<file path="config.mk">
export PLATFORM = sky130hd
export DESIGN_NAME = occupancy_alarm_hysteresis
export DESIGN_NICKNAME = d
export VERILOG_FILES = /design/src/rtl/core/olh_pkg.sv /design/src/rtl/core/olh_select.sv /design/src/rtl/core/olh_ratio_unit.sv /design/src/rtl/core/olh_sev_store.sv /design/src/rtl/core/occupancy_alarm_hysteresis.sv
export SDC_FILE = /design/constraint.sdc
export NUM_CORES = 1
export LEC_CHECK = 0
export BUFFER_PORTS_ARGS = -buffer_cell sky130_fd_sc_hd__buf_4
export CAP_MARGIN = 40
export CORE_ASPECT_RATIO = 0.6
export CORE_MARGIN = 4
export CORE_UTILIZATION = 46
export DETAILED_ROUTE_END_ITERATION = 10
export GPL_ROUTABILITY_DRIVEN = 0
export GPL_TIMING_DRIVEN = 0
export SYNTH_ARGS = -nofsm -noshare
export SYNTH_HDL_FRONTEND = slang
export SYNTH_SLANG_ARGS = --single-unit
</file>
<file path="constraint.sdc">
create_clock -name clk -period 9.1 [get_ports clk]
set_input_delay 1.365 -clock clk [delete_from_list [all_inputs] [get_ports clk]]
set_output_delay 1.365 -clock clk [all_outputs]
set_load 0.01 [all_outputs]
</file>
<file path="src/rtl/core/olh_pkg.sv">
// ----------------------------------------------------------------------------
// olh_pkg
// shared types, codes and sizes of the occupancy alarm with hysteresis
// ----------------------------------------------------------------------------
package olh_pkg;

    localparam int ZONES      = 16;
    localparam int ZONE_W     = 4;
    localparam int ZIDX_W     = (ZONES > 1) ? $clog2(ZONES) : 1;
    localparam int CNT_W      = 16;
    localparam int PERMILLE_W = 12;
    localparam int REL_W      = 10;
    localparam int EVENT_W    = 3;
    localparam int LEVEL_W    = 2;

    localparam int APB_ADDR_W = 3;
    localparam int APB_DATA_W = 32;
    localparam logic [REL_W-1:0] RELEASE_RESET = REL_W'(900);

    // register index of the release band
    localparam logic [APB_ADDR_W-3:0] REG_RELEASE = '0;

    // stored incident severity, also used as grade of a count
    typedef enum logic [1:0] {
        SEV_NONE = 2'd0,
        SEV_WARN = 2'd1,
        SEV_CRIT = 2'd2
    } sev_t;

    typedef enum logic [EVENT_W-1:0] {
        EV_UNKNOWN  = 3'd0,
        EV_QUIET    = 3'd1,
        EV_OPEN     = 3'd2,
        EV_ESCALATE = 3'd3,
        EV_RESOLVE  = 3'd4,
        EV_HOLD     = 3'd5
    } event_t;

    typedef enum logic [LEVEL_W-1:0] {
        LVL_UNKNOWN = 2'd0,
        LVL_CLEAR   = 2'd1,
        LVL_WARN    = 2'd2,
        LVL_CRIT    = 2'd3
    } level_t;

    typedef enum logic [1:0] {
        TOP_IDLE,
        TOP_START,
        TOP_WAIT,
        TOP_EMIT
    } top_state_t;

    typedef enum logic [1:0] {
        RU_IDLE,
        RU_REL,
        RU_CAP,
        RU_CMP
    } ru_state_t;

    typedef struct packed {
        logic                  start;
        logic [CNT_W-1:0]      chosen;
        logic [CNT_W-1:0]      capacity;
        logic [PERMILLE_W-1:0] warn;
        logic [PERMILLE_W-1:0] crit;
        logic [REL_W-1:0]      release_pm;
    } ratio_req_t;

    typedef struct packed {
        logic done;
        sev_t grade;
        logic below;
    } ratio_res_t;

    typedef struct packed {
        event_t event_res;
        level_t level;
    } sev_dec_t;

endpackage

</file>
<file path="src/rtl/core/olh_select.sv">
// ----------------------------------------------------------------------------
// olh_select
// picks the worst of up to three optional person counts
// ----------------------------------------------------------------------------
module olh_select (
    input  logic                      current_valid,
    input  logic [olh_pkg::CNT_W-1:0] cur_count,
    input  logic                      median_valid,
    input  logic [olh_pkg::CNT_W-1:0] median_count,
    input  logic                      pred_valid,
    input  logic [olh_pkg::CNT_W-1:0] pred_count,
    output logic                      have,
    output logic [olh_pkg::CNT_W-1:0] chosen,
    output logic                      from_pred
);

    logic                      have_cm;
    logic [olh_pkg::CNT_W-1:0] chosen_cm;

    always_comb
    begin
        have_cm   = current_valid;
        chosen_cm = current_valid ? cur_count : '0;
        // median only wins when strictly greater
        if (median_valid && (!have_cm || median_count > chosen_cm))
        begin
            chosen_cm = median_count;
            have_cm   = 1'b1;
        end
        have      = have_cm;
        chosen    = chosen_cm;
        from_pred = 1'b0;
        // prediction wins ties
        if (pred_valid && (!have_cm || pred_count >= chosen_cm))
        begin
            chosen    = pred_count;
            have      = 1'b1;
            from_pred = 1'b1;
        end
    end

endmodule

</file>
<file path="src/rtl/core/olh_ratio_unit.sv">
// ----------------------------------------------------------------------------
// olh_ratio_unit
// bit-serial threshold products and ratio grading
// ----------------------------------------------------------------------------
module olh_ratio_unit (
    input  logic                clk,
    input  logic                rst_n,
    input  olh_pkg::ratio_req_t req,
    output olh_pkg::ratio_res_t res
);

    localparam int K_W  = olh_pkg::CNT_W + 10;
    localparam int M_W  = olh_pkg::CNT_W + 20;
    localparam int WR_W = olh_pkg::PERMILLE_W + olh_pkg::REL_W;
    localparam int PC_W = olh_pkg::PERMILLE_W + olh_pkg::CNT_W;
    localparam int PR_W = WR_W + olh_pkg::CNT_W;
    localparam int CT_W = $clog2(olh_pkg::CNT_W);

    // x * 1000 as (x << 10) - (x << 4) - (x << 3)
    function automatic logic [M_W-1:0] times_1000(input logic [M_W-1:0] x);
        times_1000 = (x << 10) - (x << 4) - (x << 3);
    endfunction

    olh_pkg::ru_state_t state_reg, state_next;
    logic [CT_W-1:0]    cnt_reg, cnt_next;
    logic               done_reg, done_next;
    olh_pkg::sev_t      grade_reg, grade_next;
    logic               below_reg, below_next;

    logic [olh_pkg::PERMILLE_W-1:0] warn_reg, warn_next;
    logic [olh_pkg::PERMILLE_W-1:0] crit_reg, crit_next;
    logic [olh_pkg::REL_W-1:0]      rel_sr_reg, rel_sr_next;
    logic [olh_pkg::CNT_W-1:0]      cap_sr_reg, cap_sr_next;
    logic [K_W-1:0]                 scaled_k_reg, scaled_k_next;
    logic [M_W-1:0]                 scaled_m_reg, scaled_m_next;
    logic [WR_W-1:0]                wr_reg, wr_next;
    logic [PC_W-1:0]                acc_c_reg, acc_c_next;
    logic [PC_W-1:0]                acc_w_reg, acc_w_next;
    logic [PR_W-1:0]                acc_r_reg, acc_r_next;

    always_comb
    begin
        state_next    = state_reg;
        cnt_next      = cnt_reg;
        done_next     = 1'b0;
        grade_next    = grade_reg;
        below_next    = below_reg;
        warn_next     = warn_reg;
        crit_next     = crit_reg;
        rel_sr_next   = rel_sr_reg;
        cap_sr_next   = cap_sr_reg;
        scaled_k_next = scaled_k_reg;
        scaled_m_next = scaled_m_reg;
        wr_next       = wr_reg;
        acc_c_next    = acc_c_reg;
        acc_w_next    = acc_w_reg;
        acc_r_next    = acc_r_reg;

        unique case (state_reg)
            olh_pkg::RU_IDLE:
            begin
                if (req.start)
                begin
                    warn_next     = req.warn;
                    crit_next     = req.crit;
                    rel_sr_next   = req.release_pm;
                    cap_sr_next   = req.capacity;
                    scaled_k_next = K_W'(times_1000(M_W'(req.chosen)));
                    wr_next       = '0;
                    acc_c_next    = '0;
                    acc_w_next    = '0;
                    acc_r_next    = '0;
                    cnt_next      = CT_W'(olh_pkg::REL_W - 1);
                    state_next    = olh_pkg::RU_REL;
                end
            end
            olh_pkg::RU_REL:
            begin
                // warn * release, msb first
                wr_next = {wr_reg[WR_W-2:0], 1'b0}
                        + (rel_sr_reg[olh_pkg::REL_W-1] ? WR_W'(warn_reg) : '0);
                rel_sr_next   = {rel_sr_reg[olh_pkg::REL_W-2:0], 1'b0};
                scaled_m_next = times_1000(M_W'(scaled_k_reg));
                cnt_next      = cnt_reg - 1'b1;
                if (cnt_reg == '0)
                begin
                    cnt_next   = CT_W'(olh_pkg::CNT_W - 1);
                    state_next = olh_pkg::RU_CAP;
                end
            end
            olh_pkg::RU_CAP:
            begin
                // three products with capacity, one capacity bit per cycle
                acc_c_next = {acc_c_reg[PC_W-2:0], 1'b0}
                           + (cap_sr_reg[olh_pkg::CNT_W-1] ? PC_W'(crit_reg) : '0);
                acc_w_next = {acc_w_reg[PC_W-2:0], 1'b0}
                           + (cap_sr_reg[olh_pkg::CNT_W-1] ? PC_W'(warn_reg) : '0);
                acc_r_next = {acc_r_reg[PR_W-2:0], 1'b0}
                           + (cap_sr_reg[olh_pkg::CNT_W-1] ? PR_W'(wr_reg) : '0);
                cap_sr_next = {cap_sr_reg[olh_pkg::CNT_W-2:0], 1'b0};
                cnt_next    = cnt_reg - 1'b1;
                if (cnt_reg == '0)
                begin
                    state_next = olh_pkg::RU_CMP;
                end
            end
            olh_pkg::RU_CMP:
            begin
                priority if (PC_W'(scaled_k_reg) >= acc_c_reg)
                begin
                    grade_next = olh_pkg::SEV_CRIT;
                end
                else if (PC_W'(scaled_k_reg) >= acc_w_reg)
                begin
                    grade_next = olh_pkg::SEV_WARN;
                end
                else
                begin
                    grade_next = olh_pkg::SEV_NONE;
                end
                below_next = PR_W'(scaled_m_reg) < acc_r_reg;
                done_next  = 1'b1;
                state_next = olh_pkg::RU_IDLE;
            end
            default:
            begin
                state_next = olh_pkg::RU_IDLE;
            end
        endcase
    end

    always_ff @(posedge clk or negedge rst_n)
    begin
        if (!rst_n)
        begin
            state_reg <= olh_pkg::RU_IDLE;
            cnt_reg   <= '0;
            done_reg  <= 1'b0;
        end
        else
        begin
            state_reg <= state_next;
            cnt_reg   <= cnt_next;
            done_reg  <= done_next;
        end
    end

    always_ff @(posedge clk)
    begin
        grade_reg    <= grade_next;
        below_reg    <= below_next;
        warn_reg     <= warn_next;
        crit_reg     <= crit_next;
        rel_sr_reg   <= rel_sr_next;
        cap_sr_reg   <= cap_sr_next;
        scaled_k_reg <= scaled_k_next;
        scaled_m_reg <= scaled_m_next;
        wr_reg       <= wr_next;
        acc_c_reg    <= acc_c_next;
        acc_w_reg    <= acc_w_next;
        acc_r_reg    <= acc_r_next;
    end

    assign res.done  = done_reg;
    assign res.grade = grade_reg;
    assign res.below = below_reg;

endmodule

</file>
<file path="src/rtl/core/olh_sev_store.sv">
// ----------------------------------------------------------------------------
// olh_sev_store
// per-zone open incident severity and its transition rules
// ----------------------------------------------------------------------------
module olh_sev_store (
    input  logic                       clk,
    input  logic                       rst_n,
    input  logic [olh_pkg::ZONE_W-1:0] zone,
    input  olh_pkg::sev_t              grade,
    input  logic                       below,
    input  logic                       commit,
    output olh_pkg::sev_dec_t          dec
);

    olh_pkg::sev_t sev_reg  [olh_pkg::ZONES];
    olh_pkg::sev_t sev_next [olh_pkg::ZONES];

    logic [olh_pkg::ZIDX_W-1:0] idx;
    olh_pkg::sev_t              open_sev;
    olh_pkg::sev_t              new_sev;

    assign idx      = olh_pkg::ZIDX_W'(zone % olh_pkg::ZONES);
    assign open_sev = sev_reg[idx];

    always_comb
    begin
        new_sev = open_sev;
        priority if (open_sev == olh_pkg::SEV_NONE)
        begin
            if (grade == olh_pkg::SEV_NONE)
            begin
                dec.event_res = olh_pkg::EV_QUIET;
                dec.level     = olh_pkg::LVL_CLEAR;
            end
            else
            begin
                new_sev       = grade;
                dec.event_res = olh_pkg::EV_OPEN;
                dec.level     = (grade == olh_pkg::SEV_CRIT) ? olh_pkg::LVL_CRIT
                                                             : olh_pkg::LVL_WARN;
            end
        end
        // escalation is checked before release
        else if (grade == olh_pkg::SEV_CRIT && open_sev == olh_pkg::SEV_WARN)
        begin
            new_sev       = olh_pkg::SEV_CRIT;
            dec.event_res = olh_pkg::EV_ESCALATE;
            dec.level     = olh_pkg::LVL_CRIT;
        end
        else if (below)
        begin
            new_sev       = olh_pkg::SEV_NONE;
            dec.event_res = olh_pkg::EV_RESOLVE;
            dec.level     = olh_pkg::LVL_CLEAR;
        end
        else
        begin
            // downgrades are ignored, level follows the stored severity
            dec.event_res = olh_pkg::EV_HOLD;
            dec.level     = (open_sev == olh_pkg::SEV_CRIT) ? olh_pkg::LVL_CRIT
                                                            : olh_pkg::LVL_WARN;
        end
    end

    always_comb
    begin
        sev_next = sev_reg;
        if (commit)
        begin
            sev_next[idx] = new_sev;
        end
    end

    always_ff @(posedge clk or negedge rst_n)
    begin
        if (!rst_n)
        begin
            for (int i = 0; i < olh_pkg::ZONES; i++)
            begin
                sev_reg[i] <= olh_pkg::SEV_NONE;
            end
        end
        else
        begin
            sev_reg <= sev_next;
        end
    end

endmodule

</file>
<file path="src/rtl/core/occupancy_alarm_hysteresis.sv">
// ----------------------------------------------------------------------------
// occupancy_alarm_hysteresis
// per-zone occupancy alarm with hysteresis over three optional counts
// ----------------------------------------------------------------------------
// flow: one word at a time; a zone with unknown state (no thresholds, zero
//   capacity, no count) skips the ratio unit, which walks the release
//   register (10 bits) and then the capacity (16 bits) one bit a cycle; a
//   stalled result word holds the next one back
// reset: all zones hold no open incident, release_permille is 900
// ----------------------------------------------------------------------------
module occupancy_alarm_hysteresis (
    input  logic                               clk,
    input  logic                               rst_n,

    // configuration port
    input  logic                               psel,
    input  logic                               penable,
    input  logic                               pwrite,
    input  logic [olh_pkg::APB_ADDR_W-1:0]     paddr,
    input  logic [olh_pkg::APB_DATA_W-1:0]     pwdata,
    output logic [olh_pkg::APB_DATA_W-1:0]     prdata,
    output logic                               pready,

    // input words
    input  logic                               in_valid,
    output logic                               in_stall,
    input  logic [olh_pkg::ZONE_W-1:0]         zone,
    input  logic                               thresholds_present,
    input  logic [olh_pkg::CNT_W-1:0]          capacity,
    input  logic [olh_pkg::PERMILLE_W-1:0]     warn_permille,
    input  logic [olh_pkg::PERMILLE_W-1:0]     crit_permille,
    input  logic                               current_valid,
    input  logic [olh_pkg::CNT_W-1:0]          cur_count,
    input  logic                               median_valid,
    input  logic [olh_pkg::CNT_W-1:0]          median_count,
    input  logic                               pred_valid,
    input  logic [olh_pkg::CNT_W-1:0]          pred_count,

    // result words
    output logic                               out_valid,
    input  logic                               out_stall,
    output logic [olh_pkg::ZONE_W-1:0]         zone_out,
    output logic [olh_pkg::EVENT_W-1:0]        event_res,
    output logic [olh_pkg::LEVEL_W-1:0]        level,
    output logic [olh_pkg::CNT_W-1:0]          chosen_count,
    output logic                               from_prediction
);

    // control state
    olh_pkg::top_state_t state_reg, state_next;
    logic                out_valid_reg, out_valid_next;
    logic [olh_pkg::REL_W-1:0] release_reg, release_next;

    // captured word
    logic [olh_pkg::ZONE_W-1:0]     zone_reg, zone_next;
    logic                           known_reg, known_next;
    logic [olh_pkg::CNT_W-1:0]      chosen_reg, chosen_next;
    logic                           from_pred_reg, from_pred_next;
    logic [olh_pkg::CNT_W-1:0]      cap_reg, cap_next;
    logic [olh_pkg::PERMILLE_W-1:0] warn_reg, warn_next;
    logic [olh_pkg::PERMILLE_W-1:0] crit_reg, crit_next;
    olh_pkg::sev_t                  grade_reg, grade_next;
    logic                           below_reg, below_next;

    // output word
    logic [olh_pkg::ZONE_W-1:0]  zone_out_reg, zone_out_next;
    olh_pkg::event_t             event_reg, event_next;
    olh_pkg::level_t             level_reg, level_next;
    logic [olh_pkg::CNT_W-1:0]   chosen_out_reg, chosen_out_next;
    logic                        from_pred_out_reg, from_pred_out_next;

    logic                      in_fire;
    logic                      out_load;
    logic                      cfg_write;
    logic                      sel_have;
    logic [olh_pkg::CNT_W-1:0] sel_chosen;
    logic                      sel_from_pred;
    logic                      in_known;
    olh_pkg::ratio_req_t       ru_req;
    olh_pkg::ratio_res_t       ru_res;
    olh_pkg::sev_dec_t         dec;

    // worst count of the incoming word
    olh_select u_select (
        .current_valid (current_valid),
        .cur_count     (cur_count),
        .median_valid  (median_valid),
        .median_count  (median_count),
        .pred_valid    (pred_valid),
        .pred_count    (pred_count),
        .have          (sel_have),
        .chosen        (sel_chosen),
        .from_pred     (sel_from_pred)
    );

    // bit-serial products and grading
    olh_ratio_unit u_ratio (
        .clk   (clk),
        .rst_n (rst_n),
        .req   (ru_req),
        .res   (ru_res)
    );

    // per-zone incident state, updated when the result word of a known word is loaded
    olh_sev_store u_store (
        .clk    (clk),
        .rst_n  (rst_n),
        .zone   (zone_reg),
        .grade  (grade_reg),
        .below  (below_reg),
        .commit (out_load && known_reg),
        .dec    (dec)
    );

    // one word in flight; the output register lets a new word in while
    // the previous result still waits
    assign in_stall  = (state_reg != olh_pkg::TOP_IDLE);
    assign in_fire   = in_valid && !in_stall;
    assign out_load  = (state_reg == olh_pkg::TOP_EMIT) && (!out_valid_reg || !out_stall);
    assign in_known  = thresholds_present && (capacity != '0) && sel_have;

    // register file: release band only, low address bits ignored
    assign cfg_write = psel && penable && pwrite && pready;
    assign pready    = 1'b1;
    assign prdata    = (paddr[olh_pkg::APB_ADDR_W-1:2] == olh_pkg::REG_RELEASE)
                     ? olh_pkg::APB_DATA_W'(release_reg) : '0;

    assign ru_req.start      = (state_reg == olh_pkg::TOP_START) && known_reg;
    assign ru_req.chosen     = chosen_reg;
    assign ru_req.capacity   = cap_reg;
    assign ru_req.warn       = warn_reg;
    assign ru_req.crit       = crit_reg;
    assign ru_req.release_pm = release_reg;

    always_comb
    begin
        state_next         = state_reg;
        out_valid_next     = out_valid_reg;
        release_next       = release_reg;
        zone_next          = zone_reg;
        known_next         = known_reg;
        chosen_next        = chosen_reg;
        from_pred_next     = from_pred_reg;
        cap_next           = cap_reg;
        warn_next          = warn_reg;
        crit_next          = crit_reg;
        grade_next         = grade_reg;
        below_next         = below_reg;
        zone_out_next      = zone_out_reg;
        event_next         = event_reg;
        level_next         = level_reg;
        chosen_out_next    = chosen_out_reg;
        from_pred_out_next = from_pred_out_reg;

        if (cfg_write && paddr[olh_pkg::APB_ADDR_W-1:2] == olh_pkg::REG_RELEASE)
        begin
            release_next = pwdata[olh_pkg::REL_W-1:0];
        end

        // result word leaves
        if (out_valid_reg && !out_stall)
        begin
            out_valid_next = 1'b0;
        end

        unique case (state_reg)
            olh_pkg::TOP_IDLE:
            begin
                if (in_fire)
                begin
                    zone_next      = zone;
                    known_next     = in_known;
                    chosen_next    = in_known ? sel_chosen : '0;
                    from_pred_next = in_known && sel_from_pred;
                    cap_next       = capacity;
                    warn_next      = warn_permille;
                    crit_next      = crit_permille;
                    state_next     = olh_pkg::TOP_START;
                end
            end
            olh_pkg::TOP_START:
            begin
                // unknown words skip the ratio unit
                state_next = known_reg ? olh_pkg::TOP_WAIT : olh_pkg::TOP_EMIT;
            end
            olh_pkg::TOP_WAIT:
            begin
                if (ru_res.done)
                begin
                    grade_next = ru_res.grade;
                    below_next = ru_res.below;
                    state_next = olh_pkg::TOP_EMIT;
                end
            end
            olh_pkg::TOP_EMIT:
            begin
                if (out_load)
                begin
                    zone_out_next      = zone_reg;
                    event_next         = known_reg ? dec.event_res : olh_pkg::EV_UNKNOWN;
                    level_next         = known_reg ? dec.level : olh_pkg::LVL_UNKNOWN;
                    chosen_out_next    = chosen_reg;
                    from_pred_out_next = from_pred_reg;
                    out_valid_next     = 1'b1;
                    state_next         = olh_pkg::TOP_IDLE;
                end
            end
            default:
            begin
                state_next = olh_pkg::TOP_IDLE;
            end
        endcase
    end

    always_ff @(posedge clk or negedge rst_n)
    begin
        if (!rst_n)
        begin
            state_reg     <= olh_pkg::TOP_IDLE;
            out_valid_reg <= 1'b0;
            release_reg   <= olh_pkg::RELEASE_RESET;
            known_reg     <= 1'b0;
        end
        else
        begin
            state_reg     <= state_next;
            out_valid_reg <= out_valid_next;
            release_reg   <= release_next;
            known_reg     <= known_next;
        end
    end

    always_ff @(posedge clk)
    begin
        zone_reg          <= zone_next;
        chosen_reg        <= chosen_next;
        from_pred_reg     <= from_pred_next;
        cap_reg           <= cap_next;
        warn_reg          <= warn_next;
        crit_reg          <= crit_next;
        grade_reg         <= grade_next;
        below_reg         <= below_next;
        zone_out_reg      <= zone_out_next;
        event_reg         <= event_next;
        level_reg         <= level_next;
        chosen_out_reg    <= chosen_out_next;
        from_pred_out_reg <= from_pred_out_next;
    end

    assign out_valid       = out_valid_reg;
    assign zone_out        = zone_out_reg;
    assign event_res       = event_reg;
    assign level           = level_reg;
    assign chosen_count    = chosen_out_reg;
    assign from_prediction = from_pred_out_reg;

endmodule

</file>
=== Word-level counts from Yosys, hierarchy flattened ===
Index checks and enable logic that the tools add are counted.
W data, S select, Z words.

* Add/sub/neg operators: 9
* $lt $le $gt $ge: 7
* Equal/unequal tests: 15
* Multiplexer cells: 55
* Bitwise operators: 2
* Reduce and logical (&&, ||, !) cells: 42

{| class="wikitable"
|+ Operator list
! cell !! count
|-
| $pmux W28 S2 || 2
|-
| $pmux W38 S2 || 1
|-
| $mux W16 || 4
|-
| $add A28 B28 Y28 || 2
|-
| $ge A26 B28 Y1 || 2
|-
| $mux W22 || 2
|-
| $pmux W22 S2 || 1
|-
| $add A38 B38 Y38 || 1
|-
| $lt A36 B38 Y1 || 1
|-
| $mux W38 || 1
|-
| $mux W12 || 3
|-
| $sub A36 B29 Y36 || 1
|-
| $sub A36 B30 Y36 || 1
|-
| $bwmux W32 || 1
|-
| $pmux W16 S2 || 1
|-
| $mux W28 || 1
|-
| $mux W2 || 13
|-
| $sub A26 B19 Y26 || 1
|-
| $sub A26 B20 Y26 || 1
|-
| $add A22 B22 Y22 || 1
|-
| $mux W10 || 2
|-
| $pmux W10 S2 || 1
|-
| $ge A16 B16 Y1 || 1
|-
| $gt A16 B16 Y1 || 1
|-
| other kinds (27) || 84
|}

* Bits in registers: 374
* Input bits: 138
* Output and inout bits: 61
* Logic and storage cells: 178

=== Logic depth before layout (Yosys ltp) ===
Gate-level depths: netlist (run 1).

* Depth in word-level cells: 11
* Gate-level depth with buffers: 24
* Gate-level depth less buffers: 19

=== By module ===
A second synthesis (run 1) with hierarchy kept.

* Cells, all modules: 2221
* Area total of the unflattened synthesis: 23974.2 µm²

{| class="wikitable"
|+ Modules (own cells, without submodules)
! module !! times used !! cells each !! area an instance (µm²)
|-
| olh_ratio_unit || 1 || 1664 || 17040.1
|-
| occupancy_alarm_hysteresis || 1 || 207 || 3890.0
|-
| olh_sev_store || 1 || 157 || 1691.6
|-
| olh_select || 1 || 193 || 1352.5
|}

=== Worst setup path before layout (run 1) ===
Ideal clock, no wire load.

* Path type: flip-flop to flip-flop
* Start point: register u_ratio.state_reg[0]
* End point: register u_ratio.acc_c_reg[0] (enable)
* Setup time: 580 ps
* Data arrival time: 5753 ps
* Slack: 2767 ps
* Cell stages (with the launch flop): 7
* Path buffers: 2
* Cell sequence: dfrtp_1 inv_1 ha_1 clkbuf_1 clkbuf_1 nor2_1 nor2_1

* Word-level cells in the longest chain between the ends: 3
* Elaborated cells between the ends (all ways): 5
* Those cells by class: eq/ne (2); reduce/logical (3)

{| class="wikitable"
|+ Ends and longest elaborated chain
! what !! RTL line !! text
|-
| start, declared || olh_ratio_unit.sv:24 || <nowiki>olh_pkg::ru_state_t state_reg, state_next;</nowiki>
|-
| start signal, assigned || olh_ratio_unit.sv:136 || <nowiki>state_reg <= olh_pkg::RU_IDLE;</nowiki>
|-
| start signal, assigned || olh_ratio_unit.sv:142 || <nowiki>state_reg <= state_next;</nowiki>
|-
| $eq A2 B2 Y1 or $logic_not A2 Y1 (tied branches) || olh_ratio_unit.sv:59 || <nowiki>unique case (state_reg)</nowiki>
|-
| $reduce_bool A2 Y1 (no line) or $ne A2 B2 Y1 (tied branches) || - ||
|-
| $reduce_and A2 Y1 (no line) (*) || - ||
|-
| end signal, assigned || olh_ratio_unit.sv:159 || <nowiki>acc_c_reg <= acc_c_next;</nowiki>
|-
| end, declared || olh_ratio_unit.sv:37 || <nowiki>logic [PC_W-1:0] acc_c_reg, acc_c_next;</nowiki>
|}

Mark *: on every way between the ends. The rest lies on a longest branch, timed or not.
A chain may end at the register's enable or synchronous reset.

=== Final worst setup path (run 1) ===
* Start point: input port current_valid
* End point: register chosen_reg[11] (netlist bit), data pin

* Word-level cells in the longest chain between the ends: 10
* Elaborated cells between the ends (all ways): 14
* Those cells by class: order compare (2); mux (5); reduce/logical (7)

{| class="wikitable"
|+ Ends and longest elaborated chain
! what !! RTL line !! text
|-
| start, declared || occupancy_alarm_hysteresis.sv:32 || <nowiki>input logic current_valid,</nowiki>
|-
| $mux W16 || olh_select.sv:23 || <nowiki>chosen_cm = current_valid ? cur_count : '0;</nowiki>
|-
| $gt A16 B16 Y1 || olh_select.sv:25 || <nowiki>if (median_valid && (!have_cm || median_count > chosen_cm))</nowiki>
|-
| $logic_or A1 B1 Y1 || olh_select.sv:25 ||
|-
| $logic_and A1 B1 Y1 || olh_select.sv:25 ||
|-
| $mux W16 or $mux W1 (tied branches) || olh_select.sv:25 ||
|-
| $ge A16 B16 Y1 or $logic_not A1 Y1 (tied branches) || olh_select.sv:34 || <nowiki>if (pred_valid && (!have_cm || pred_count >= chosen_cm))</nowiki>
|-
| $logic_or A1 B1 Y1 || olh_select.sv:34 ||
|-
| $logic_and A1 B1 Y1 || olh_select.sv:34 ||
|-
| $mux W1 || olh_select.sv:34 ||
|-
| $logic_and A1 B1 Y1 || occupancy_alarm_hysteresis.sv:120 || <nowiki>assign in_known = thresholds_present && (capacity != '0) && sel_have;</nowiki>
|-
| end signal, assigned || occupancy_alarm_hysteresis.sv:236 || <nowiki>chosen_reg <= chosen_next;</nowiki>
|-
| end, declared || occupancy_alarm_hysteresis.sv:57 || <nowiki>logic [olh_pkg::CNT_W-1:0] chosen_reg, chosen_next;</nowiki>
|}

Several ways; a longest one is shown, not always the timed one.

==> results.py, run 1 <==
metrics = {
    "synth": {
        "syn-mean-instance-area_sq_um": 10.8,
        "async_flop_share": 0.145,
        "ys_seq_elements": 365,
        "synthCells": 2200,
        "seq_area_frac_synth": 0.450,
        "ys.warnings.count": 0,
        "synth_edf_count": 312,
        "ys_types": 77,
        "synthFlopType": "edfxtp_1",
        "synth_area_leaders": "edfxtp_1 39%, ha_1 13%, dfrtp_1 5.2%",
        "syn_area_sq_mm": 0.0238,
        "synth_area_leader_cell": "edfxtp_1",
        "synth_top_area_share": 0.394,
    },
    "worst_hold_path": {
        "hp-class": "reg2reg",
        "worstHoldPathCells": 0,
    },
    "clock_network": {
        "postCtsSetupBuffers": 0,
        "htreeDepth": 2,
        "cts_resized": 0,
        "clockBufferDepth": 3,
        "clkSinkCount": 365,
        "root_buffer": "clkbuf_16",
        "clk_latency_ps": 540,
        "cts_hold_buf": 0,
        "cts_tree": "done",
        "path_clk_slew_ps": 70,
        "cts_buffers": 39,
    },
    "global_routing": {
        "overflow": 0,
        "grt_util_met1": 0.334,
        "top_usage_layer": "met1",
        "antenna_found_initial": 2,
        "grt_pass1_vias": 16700,
        "grt_max_degree": 54,
        "grtUsageMet2": 0.278,
        "use_met3": 0.0405,
        "grt_pass1_wl_um": 90900,
        "grt_usage": 0.205,
    },
    "place": {
        "pre_cts_slack_ps": 1500,
        "io_buffers": 151,
        "dp_hpwl_um": 44900,
    },
    "timing": {
        "fmax_mhz": 140,
        "finalSetupViolCount": 0,
        "period_minus_slack_ps": 7150,
        "relSlewSlack": 0.340,
        "rsz0062_at_grt": "false",
        "finalCritPeriodShare": 0.785,
        "worst_slack_ps": 1950,
        "setup_tns_ps": 0,
        "hold_violations": 0,
        "tightestPinTransition_ps": 964,
        "skew_ps": 28.1,
        "maxSlewViolCount": 0,
    },
    "power_and_ir_drop": {
        "p_leak_nw": 11.5,
        "vdd_ir_drop_max_v": 0.000143,
        "power_density_mw_per_mm2": 330,
    },
    "floorplan": {
        "core_sq_mm": 0.0510,
        "die_w_um": 301,
        "dieArea_sq_mm": 0.0555,
        "die_y_um": 184,
        "io_pins": 199,
        "initial_core_util": 0.466,
        "num_rows": 64,
    },
    "detailed_routing": {
        "wl_per_cell_um": 18.3,
        "first_pass_iters": 5,
        "num_vias": 17300,
        "viasPerCell": 5.48,
        "drc": 0,
        "drtIter0Drc": 1442,
        "drt_wl_total_um": 57500,
        "ant_nets": 0,
    },
    "finish": {
        "largest_reg_flops": 38,
        "nets": 2834,
        "diodes": 0,
        "drive_above_1_share": 0.145,
        "syn_to_final_growth_pct": 15.2,
    },
    "setup_path": {
        "slowest_stage": "or3_1",
        "critPathLaunchType": "input port",
        "critPathMaxFanout": 10,
        "slowest_delay_ps": 490,
        "reg2regPathDepth": 13,
        "crit_arrival_ps": 7430,
        "end_kind": "flip-flop",
        "required_ps": 9380,
        "critical_path_buf_inv_count": 7,
        "crit_family": "buffers and inverters",
        "critPathKind": "in2reg",
        "crit_chain": "buf_4 -> clkbuf_1 -> buf_1 -> nand2_1 -> ha_1 -> nand4_1 -> or3_1 -> or3_1 -> o311a_1 -> buf_2 -> buf_2 -> mux2i_1 -> inv_1 -> ha_1 -> nand2b_1 -> a21o_1 -> a21o_1 -> a211oi_1 -> o21ai_0 -> a21oi_1 -> clkbuf_1 -> nor2_1 -> a211oi_1",
        "path_depth": 23,
    },
    "job": {
        "cap_violations": 0,
    },
    "run_status": {
        "status": "finished clean",
    },
}
==> power by group <==
part	internal, W	total [W]	switching (W)	leakage, nW
Clock	0.000953	0.00163	0.000680	0.630
Sequential	0.00275	0.00313	0.000380	3.65
Combinational	0.00174	0.00427	0.00253	7.19
==> path summary, 6_finish.rpt <==
path,startpoint,to,slack [ps]
setup / recovery,current_valid,chosen_reg[11],1950
hold / removal,warn_reg[1],u_ratio.warn_reg[1],410
setup reg to reg,u_ratio.cap_sr_reg[15],u_ratio.acc_w_reg[25],4730
hold reg to reg,warn_reg[1],u_ratio.warn_reg[1],410
max in group asynchronous,rst_n,u_store.sev_reg[0],7710
min in group asynchronous,rst_n,release_reg[0],880
==> cells in the final DEF, fill, tap and decap left out, types with 9 or more instances in the layout <==
master / count
nand2b_1: 26
nand2_1: 126
nor4_1: 14
a2111oi_0: 10
a21o_1: 49
o211ai_1: 20
and3_1: 25
a21boi_0: 9
mux2i_1: 17
o21a_1: 24
xor2_1: 36
edfxtp_1: 312
nor2b_1: 36
nor3_1: 49
dfrtp_1: 49
nand3_1: 40
or3_1: 21
fa_1: 29
buf_4: 175
mux2_2: 72
ha_1: 240
nand4_1: 26
inv_1: 188
a21oi_1: 135
clkbuf_16: 39
o21bai_1: 13
clkbuf_1: 48
o21ai_0: 96
a211oi_1: 33
nor2_1: 174
xnor2_1: 70
conb_1: 23
o31ai_1: 19
and2_1: 69
==> cell usage after synthesis (all sizes together), types with 4 or more instances <==
master / instances
clkbuf: 40
nor2b: 36
and2: 69
dfstp: 4
nand3: 40
mux2i: 18
o2111ai: 4
o21bai: 13
o31ai: 19
or3: 21
edfxtp: 312
nand4: 26
nor3: 49
mux2: 82
a21boi: 10
nand2: 126
o211ai: 20
o21ai: 98
nor2: 176
nor3b: 7
xnor2: 70
nand2b: 26
and3: 26
o21a: 24
a211oi: 33
nor4: 14
a2111oi: 10
fa: 29
nand4b: 4
dfrtp: 49
buf: 31
a21o: 49
o311ai: 4
a211o: 6
xor2: 36
mux4: 10
ha: 240
a21oi: 135
inv: 190
or2: 7
==> per-stage QoR <==
step | utilization | instance area [sq um] | hold slack [ps] | total power, W | cells
floorplan | - | 23800 | 400 | 0.00609 | 2221
global placement | 0.507 | 25800 | 401 | 0.00721 | 3065
detailed placement | 0.512 | 26100 | 405 | 0.00738 | 3079
CTS | 0.537 | 27400 | 409 | 0.00905 | 3148
global route | 0.537 | 27400 | 408 | 0.00973 | 3148
finish | 0.537 | 27400 | 408 | 0.00903 | 3148
==> metal layers <==
| layer | wire length (um) | share of wire |
|---|---|---|
| met4 | 863 | 0.015 |
| met1 | 30200 | 0.52 |
| met2 | 22500 | 0.39 |
| met3 | 3900 | 0.068 |
| met5 | 0 | 0 |
==> cell families (layout without fill, tap and decap cells) <==
logic type	after synthesis	in the layout	synth area share
AO/OA/AOI/OAI	448	448	0.121
XOR/XNOR	106	106	0.0391
adder cells (fa/ha/maj)	269	269	0.151
buffers and inverters	261	495	0.0464
flip-flops	365	365	0.450
multiplexers	110	110	0.0588
other	2	23	0.000316
AND/OR/NAND/NOR	639	639	0.134
==> area by class of cell <==
cell class              instances  area, sq um
clock inverters                20          248
clock buffers                  49         1030
inverters                     190          713
repair buffers                165         1370
plain buffers                  71          390
flip-flops and latches        365        10700
multi-input cells            1595        12100
fillers                      4473        23600
well taps                     693          867
(Power assumes the default switching activity.)
==> inputs of run 2 (changes only) <==
--- a/config.mk
+++ b/config.mk
@@ -5,6 +5,7 @@
 export SDC_FILE = /design/constraint.sdc
 export NUM_CORES = 1
 export LEC_CHECK = 0
+export ABC_AREA = 1
 export BUFFER_PORTS_ARGS = -buffer_cell sky130_fd_sc_hd__buf_4
 export CAP_MARGIN = 40
 export CORE_ASPECT_RATIO = 0.6
@@ -13,6 +14,7 @@
 export DETAILED_ROUTE_END_ITERATION = 10
 export GPL_ROUTABILITY_DRIVEN = 0
 export GPL_TIMING_DRIVEN = 0
+export PLACE_DENSITY = 0.66
 export SYNTH_ARGS = -nofsm -noshare
 export SYNTH_HDL_FRONTEND = slang
 export SYNTH_SLANG_ARGS = --single-unit
==> constraint.sdc (replaced) <==
create_clock -name clk -period 6.1 [get_ports clk]
set_input_delay 0.915 -clock clk [delete_from_list [all_inputs] [get_ports clk]]
set_output_delay 0.915 -clock clk [all_outputs]
set_load 0.01 [all_outputs]
==> run 2 against run 1 <==
Net effect:
- wire length up 15%
- clock-buffer cell count up 1
- largest cell class unchanged
- die area up 5.5%
- clock power up 49%
- highest routed layer unchanged
- global-route usage up 1.8 points
- non-clock buffer count down 7
- sequential share of layout area down 2.0 points
==> results.py, run 2 <==
metrics = {
    "run_status": {
        "status": "finished clean",
    },
    "setup_path": {
        "required_ps": 6410,
        "critical_path_buf_inv_count": 5,
        "crit_family": "simple AND/OR/NAND/NOR gates",
        "end_kind": "flip-flop",
        "crit_chain": "buf_2 -> clkbuf_1 -> nand2_1 -> ha_1 -> nand2_1 -> nor3_1 -> nand3_1 -> nand2_1 -> nand2_1 -> nand2_1 -> buf_2 -> nand2_1 -> and2_1 -> ha_1 -> a21oi_1 -> o21ai_0 -> a21oi_1 -> nand4_1 -> nand2_1 -> buf_2 -> nand3_1 -> nand2_1 -> inv_1",
        "slowest_delay_ps": 420,
        "crit_arrival_ps": 5660,
        "critical-path-top-cell-by-count": "nand2_1",
        "r2r_start": "u_ratio.cap_sr_reg[15]",
        "critPathLaunchType": "input port",
        "crit_path_start": "current_valid",
        "reg2regPathDepth": 17,
        "path_depth": 23,
        "critPathKind": "in2reg",
        "slowest_stage": "nor3_1",
        "critPathMaxFanout": 10,
    },
    "power_and_ir_drop": {
        "vdd_ir_drop_max_v": 0.000235,
        "seqPwrFrac": 0.329,
        "power_density_mw_per_mm2": 504,
        "power_frac_comb": 0.504,
        "power_frac_clock": 0.167,
        "p_leak_nw": 13.3,
        "p_switching_w": 0.00653,
        "p_sw_frac": 0.450,
        "power.internal_w": 0.00799,
    },
    "synth": {
        "seq_area_frac_synth": 0.426,
        "synthCells": 3026,
        "syn-mean-instance-area_sq_um": 8.30,
        "synth_top_area_share": 0.373,
        "synth_area_leaders": "edfxtp_1 37%, ha_1 12%, nand2_1 11%",
        "synthFlopType": "edfxtp_1",
        "async_flop_share": 0.145,
        "ys_seq_elements": 365,
        "syn_area_sq_mm": 0.0251,
        "synth.most_common_cell": "nand2_1",
        "ys.warnings.count": 0,
        "netlist_top_cells_count": "729 x nand2_1, 453 x inv_1, 312 x edfxtp_1",
        "ys_types": 54,
        "synth_edf_count": 312,
        "synth_area_leader_cell": "edfxtp_1",
    },
    "timing": {
        "relSlewSlack": 0.402,
        "rsz0062_at_grt": "false",
        "fin_hold_ws_ps": 393,
        "tightestPinTransition_ps": 897,
        "fmax_mhz": 187,
        "finalCritPeriodShare": 0.876,
        "maxSlewViolCount": 0,
        "skew_ps": 30.1,
        "worst_slack_ps": 755,
        "finalSetupViolCount": 0,
        "hold_violations": 0,
        "period_minus_slack_ps": 5340,
    },
    "clock_network": {
        "clockBufferDepth": 3,
        "clk_latency_ps": 570,
        "path_clk_slew_ps": 60,
        "cts_hold_buf": 0,
        "root_buffer": "clkbuf_16",
        "cts_tree": "done",
        "clkSinkCount": 365,
        "htreeDepth": 2,
        "cts_buffers": 38,
    },
    "detailed_routing": {
        "wl_per_cell_um": 16.6,
        "viasPerCell": 5.39,
        "drc": 0,
        "first_pass_iters": 6,
        "drt_wl_total_um": 66300,
        "drtIter0Drc": 2161,
        "num_vias": 21600,
        "ant_nets": 0,
    },
    "finish": {
        "nets": 3660,
        "utilization": 0.533,
        "drive_above_1_share": 0.0886,
        "final_cell_mix": "729 x nand2_1, 452 x inv_1, 312 x edfxtp_1",
        "finalNonFillerCells": 3998,
        "nFillCells": 4934,
        "largest_reg_flops": 38,
        "syn_to_final_growth_pct": 14.8,
        "final_common_cell": "nand2_1",
        "final_area_sq_mm": 0.0288,
    },
    "floorplan": {
        "die_w_um": 310,
        "dieArea_sq_mm": 0.0585,
        "die_y_um": 189,
        "initial_core_util": 0.464,
        "core_sq_mm": 0.0541,
        "num_rows": 66,
        "io_pins": 199,
    },
    "worst_hold_path": {
        "hp-class": "in2async",
    },
    "place": {
        "dp_cells": 3924,
        "io_buffers": 148,
        "place_area_sq_mm": 0.0275,
        "dp_hpwl_um": 52900,
        "pre_cts_slack_ps": 16.3,
    },
    "global_routing": {
        "grt_usage": 0.223,
        "grt_pass1_vias": 20100,
        "grt_pass1_wl_um": 105000,
        "overflow": 0,
        "grt_max_degree": 54,
        "antenna_found_initial": 1,
    },
    "job": {
        "cap_violations": 0,
    },
}
-- run 2: final cells by class --
class	count	area (sq um)	area share
antenna	1	2.50	0.0000868
buffer	63	349	0.0121
clock buffer	50	1050	0.0363
clock inverter	20	236	0.00820
inverter	459	1730	0.0600
multi-input combinational	2160	12500	0.432
sequential	365	10700	0.371
tap	714	893	0.0310
timing repair buffer	166	1430	0.0495
-- run 2: cell families (layout without fill, tap and decap cells) --
logic type      Yosys count  in the layout  synth area share
flops                   365            365             0.426
simple gates           1289           1289             0.215
compound gates          527            527             0.115
xor+xnor                 52             52            0.0181
buf+inv                 522            758            0.0827
other cells               2             24          0.000299
fa+ha+maj               269            269             0.143
-- run 2: final timing paths --
kind,endpoint,slack (ps)
setup / recovery,chosen_reg[13],760
hold / removal,release_reg[0],390
setup reg to reg,u_ratio.acc_r_reg[35],1650
hold reg to reg,u_ratio.crit_reg[6],420
max in group asynchronous,u_store.sev_reg[25],5170
min in group clk,u_ratio.crit_reg[6],420
-- run 2: through the flow --
step                      total power (W)  setup TNS (ps)
after floorplan                   0.00956               0
after global placement             0.0115         -102140
after detailed placement           0.0119               0
after CTS                          0.0144               0
after global routing               0.0157               0
final                              0.0145               0
-- run 2: power by group through the flow --
stage               clock [W]  combinational (W)  sequential, W
floorplan                   0            0.00490        0.00467
global placement            0            0.00660        0.00491
detailed placement          0            0.00713        0.00481
CTS                   0.00248            0.00718        0.00477
global route          0.00259            0.00821        0.00488
finish                0.00243            0.00731        0.00478
-- run 2: layer usage --
layer	GRT usage	vias to the layer above	routed length (um)
met2	0.320	832	27200
li1	-	10500	-
met5	0	-	0
met3	0.0399	98	5990
met1	0.350	10100	32000
met4	0.0428	0	1180
-- run 2: timing repair --
action	CTS	global route
setup endpoints to repair	0	9
setup buffers	0	2
endpoints found under the hold margin	0	0
resized for setup	0	2
==> inputs of run 3 (changes only) <==
--- a/config.mk
+++ b/config.mk
@@ -11,10 +11,9 @@
 export CORE_ASPECT_RATIO = 0.6
 export CORE_MARGIN = 4
 export CORE_UTILIZATION = 46
+export CTS_BUF_LIST = sky130_fd_sc_hd__clkbuf_8
 export DETAILED_ROUTE_END_ITERATION = 10
-export GPL_ROUTABILITY_DRIVEN = 0
 export GPL_TIMING_DRIVEN = 0
-export PLACE_DENSITY = 0.66
 export SYNTH_ARGS = -nofsm -noshare
 export SYNTH_HDL_FRONTEND = slang
 export SYNTH_SLANG_ARGS = --single-unit
==> constraint.sdc (replaced) <==
create_clock -name clk -period 5.1 [get_ports clk]
set_input_delay 0.765 -clock clk [delete_from_list [all_inputs] [get_ports clk]]
set_output_delay 0.765 -clock clk [all_outputs]
set_load 0.01 [all_outputs]
==> run 3 against run 2 <==
Net effect:
- sequential share of layout area up 0.19 points
- clock-buffer cell count up 16
- combinational power up 20%
- register-to-register slack worse by 970 ps
- critical path depth up 1
- first-iteration DRC count down 17%
- design area down 0.52%
- critical endpoint unchanged
==> results.py, run 3 (same netlist as run 2, synthesis figures left out) <==
metrics = {
    "clock_network": {
        "cts_buffers": 58,
        "path_clk_slew_ps": 60,
        "clockBufferDepth": 3,
        "clkSinkCount": 365,
        "cts_hold_buf": 0,
        "htreeDepth": 2,
        "root_buffer": "clkbuf_8",
        "clk_latency_ps": 660,
        "cts_tree": "done",
    },
    "place": {
        "place_area_sq_mm": 0.0275,
        "dp_hpwl_um": 55300,
        "gp_congestion": 0.998,
        "io_buffers": 148,
    },
    "finish": {
        "final_common_cell": "nand2_1",
        "utilization": 0.530,
        "largest_reg_flops": 38,
        "diodes": 0,
        "syn_to_final_growth_pct": 14.2,
        "nFillCells": 5120,
        "final_area_sq_mm": 0.0287,
        "final_cell_mix": "727 x nand2_1, 478 x inv_1, 312 x edfxtp_1",
        "drive_above_1_share": 0.0957,
        "nets": 3681,
    },
    "power_and_ir_drop": {
        "p_sw_frac": 0.462,
        "p_switching_w": 0.00783,
        "seqPwrFrac": 0.337,
        "power_frac_comb": 0.516,
        "power_frac_clock": 0.147,
        "power.internal_w": 0.00914,
        "vdd_ir_drop_max_v": 0.000255,
        "power_density_mw_per_mm2": 592,
        "p_leak_nw": 13.4,
    },
    "detailed_routing": {
        "num_vias": 21200,
        "first_pass_iters": 7,
        "viasPerCell": 5.25,
        "drtIter0Drc": 1785,
        "ant_nets": 0,
        "wl_per_cell_um": 17.0,
        "drc": 0,
        "drt_wl_total_um": 68600,
    },
    "timing": {
        "hold_violations": 0,
        "rsz0062_at_grt": "false",
        "fin_hold_ws_ps": 172,
        "finalCritPeriodShare": 0.937,
        "finalSetupViolCount": 0,
        "tightestPinTransition_ps": 927,
        "relSlewSlack": 0.382,
        "period_minus_slack_ps": 4780,
        "fmax_mhz": 209,
        "skew_ps": 33.7,
        "maxSlewViolCount": 0,
    },
    "global_routing": {
        "grt_pass1_vias": 20200,
        "grt_usage": 0.234,
        "grt_max_degree": 54,
        "overflow": 0,
        "grt_pass1_wl_um": 109000,
        "antenna_found_initial": 0,
    },
    "setup_path": {
        "critPathMaxFanout": 10,
        "critPathLaunchType": "input port",
        "slowest_stage": "nand4_1",
        "required_ps": 5510,
        "end_kind": "flip-flop",
        "critPathKind": "in2reg",
        "crit_arrival_ps": 5190,
        "slowest_delay_ps": 320,
        "reg2regPathDepth": 17,
        "crit_chain": "buf_2 -> clkbuf_2 -> nand2_1 -> ha_1 -> a21oi_1 -> o21ai_0 -> a21oi_1 -> nand2_1 -> nand2_1 -> nand2_1 -> nand2_4 -> buf_2 -> nand2_1 -> and2_1 -> ha_1 -> nand2_1 -> o21ai_0 -> a21oi_1 -> nand4_1 -> nand2_4 -> buf_2 -> nand3_1 -> nand2_1 -> inv_1",
        "critical-path-top-cell-by-count": "nand2_1",
    },
    "floorplan": {
        "io_pins": 199,
        "initial_core_util": 0.464,
        "core_sq_mm": 0.0541,
        "die_y_um": 189,
        "num_rows": 66,
        "die_w_um": 310,
        "dieArea_sq_mm": 0.0585,
    },
    "run_status": {
        "status": "finished clean",
    },
    "worst_hold_path": {
        "hp-class": "in2async",
    },
    "job": {
        "cap_violations": 0,
    },
}
## run 3: cell count changes in the layout (fill, tap and decap cells not counted), moves of 3 or more
cell,previous run,this run
clkbuf_8,3,66
clkbuf_16,39,0
inv_1,452,478
clkbuf_1,37,28
clkinv_2,5,12
clkinvlp_4,6,0
buf_16,7,4
buf_6,5,2
buf_8,1,4
## run 3: area by class of cell
class,instances,area [sq um],share of cell area
plain buffers,63,350,0.0122
inverters,459,1730,0.0603
multi-input cells,2160,12500,0.435
repair buffers,167,1410,0.0491
clock inverters,42,220,0.00768
well taps,714,893,0.0311
flip-flops and latches,365,10700,0.373
clock buffers,66,908,0.0317
## run 3: layer usage
| metal | track usage | wire (um) | vias up |
|---|---|---|---|
| met5 | 0 | 0 | - |
| met4 | 0.0538 | 1500 | 0 |
| met3 | 0.0514 | 5820 | 107 |
| met2 | 0.310 | 25900 | 683 |
| met1 | 0.381 | 35400 | 9826 |
| li1 | - | - | 10600 |
## run 3: power by group through the flow
stage	clock, W	combinational [W]	sequential, W
global placement	0	0.00806	0.00586
floorplan	0	0.00586	0.00558
CTS	0.00258	0.00867	0.00571
detailed placement	0	0.00862	0.00576
finish	0.00249	0.00876	0.00572
global route	0.00272	0.00989	0.00584
## run 3: path summary, 6_finish.rpt
kind                            slack (ps)              startpoint                     to
worst max-delay path                   320           current_valid         chosen_reg[13]
worst min-delay path                   170                   rst_n    u_store.sev_reg[23]
worst max register to register         680  u_ratio.cap_sr_reg[15]  u_ratio.acc_r_reg[35]
worst min register to register         410             warn_reg[5]    u_ratio.warn_reg[5]
max in group asynchronous             4430                   rst_n     u_ratio.cnt_reg[3]
min in group clk                       270        crit_permille[1]            crit_reg[1]
## run 3: worst max-delay path: cells and delay by family
kind | cells | cell delay (ps)
AND/OR/NAND/NOR | 12 | 1830
AO/OA/AOI/OAI | 5 | 970
adder cells (fa/ha/maj) | 2 | 600
buffers and inverters | 5 | 1000
## run 3: through the flow
| step | power (W) | cells | setup TNS (ps) | worst slack, ps |
|---|---|---|---|---|
| final | 0.0170 | 4036 | 0 | 323 |
| after global routing | 0.0185 | 4036 | 0 | 0.329 |
| after CTS | 0.0170 | 4034 | 0 | 148 |
| after detailed placement | 0.0144 | 3926 | -10180 | -749 |
| after global placement | 0.0139 | 3909 | -311790 | -1990 |
| after floorplan | 0.0114 | 3047 | 0 | 566 |
## run 3: timing repair
item                                    CTS  global route
pin swaps                                 0             1
buffers inserted                          0             2
cloned                                    0             0
gates resized for setup                   1             8
endpoints found under the setup margin    7            17
endpoints found under the hold margin     0             0
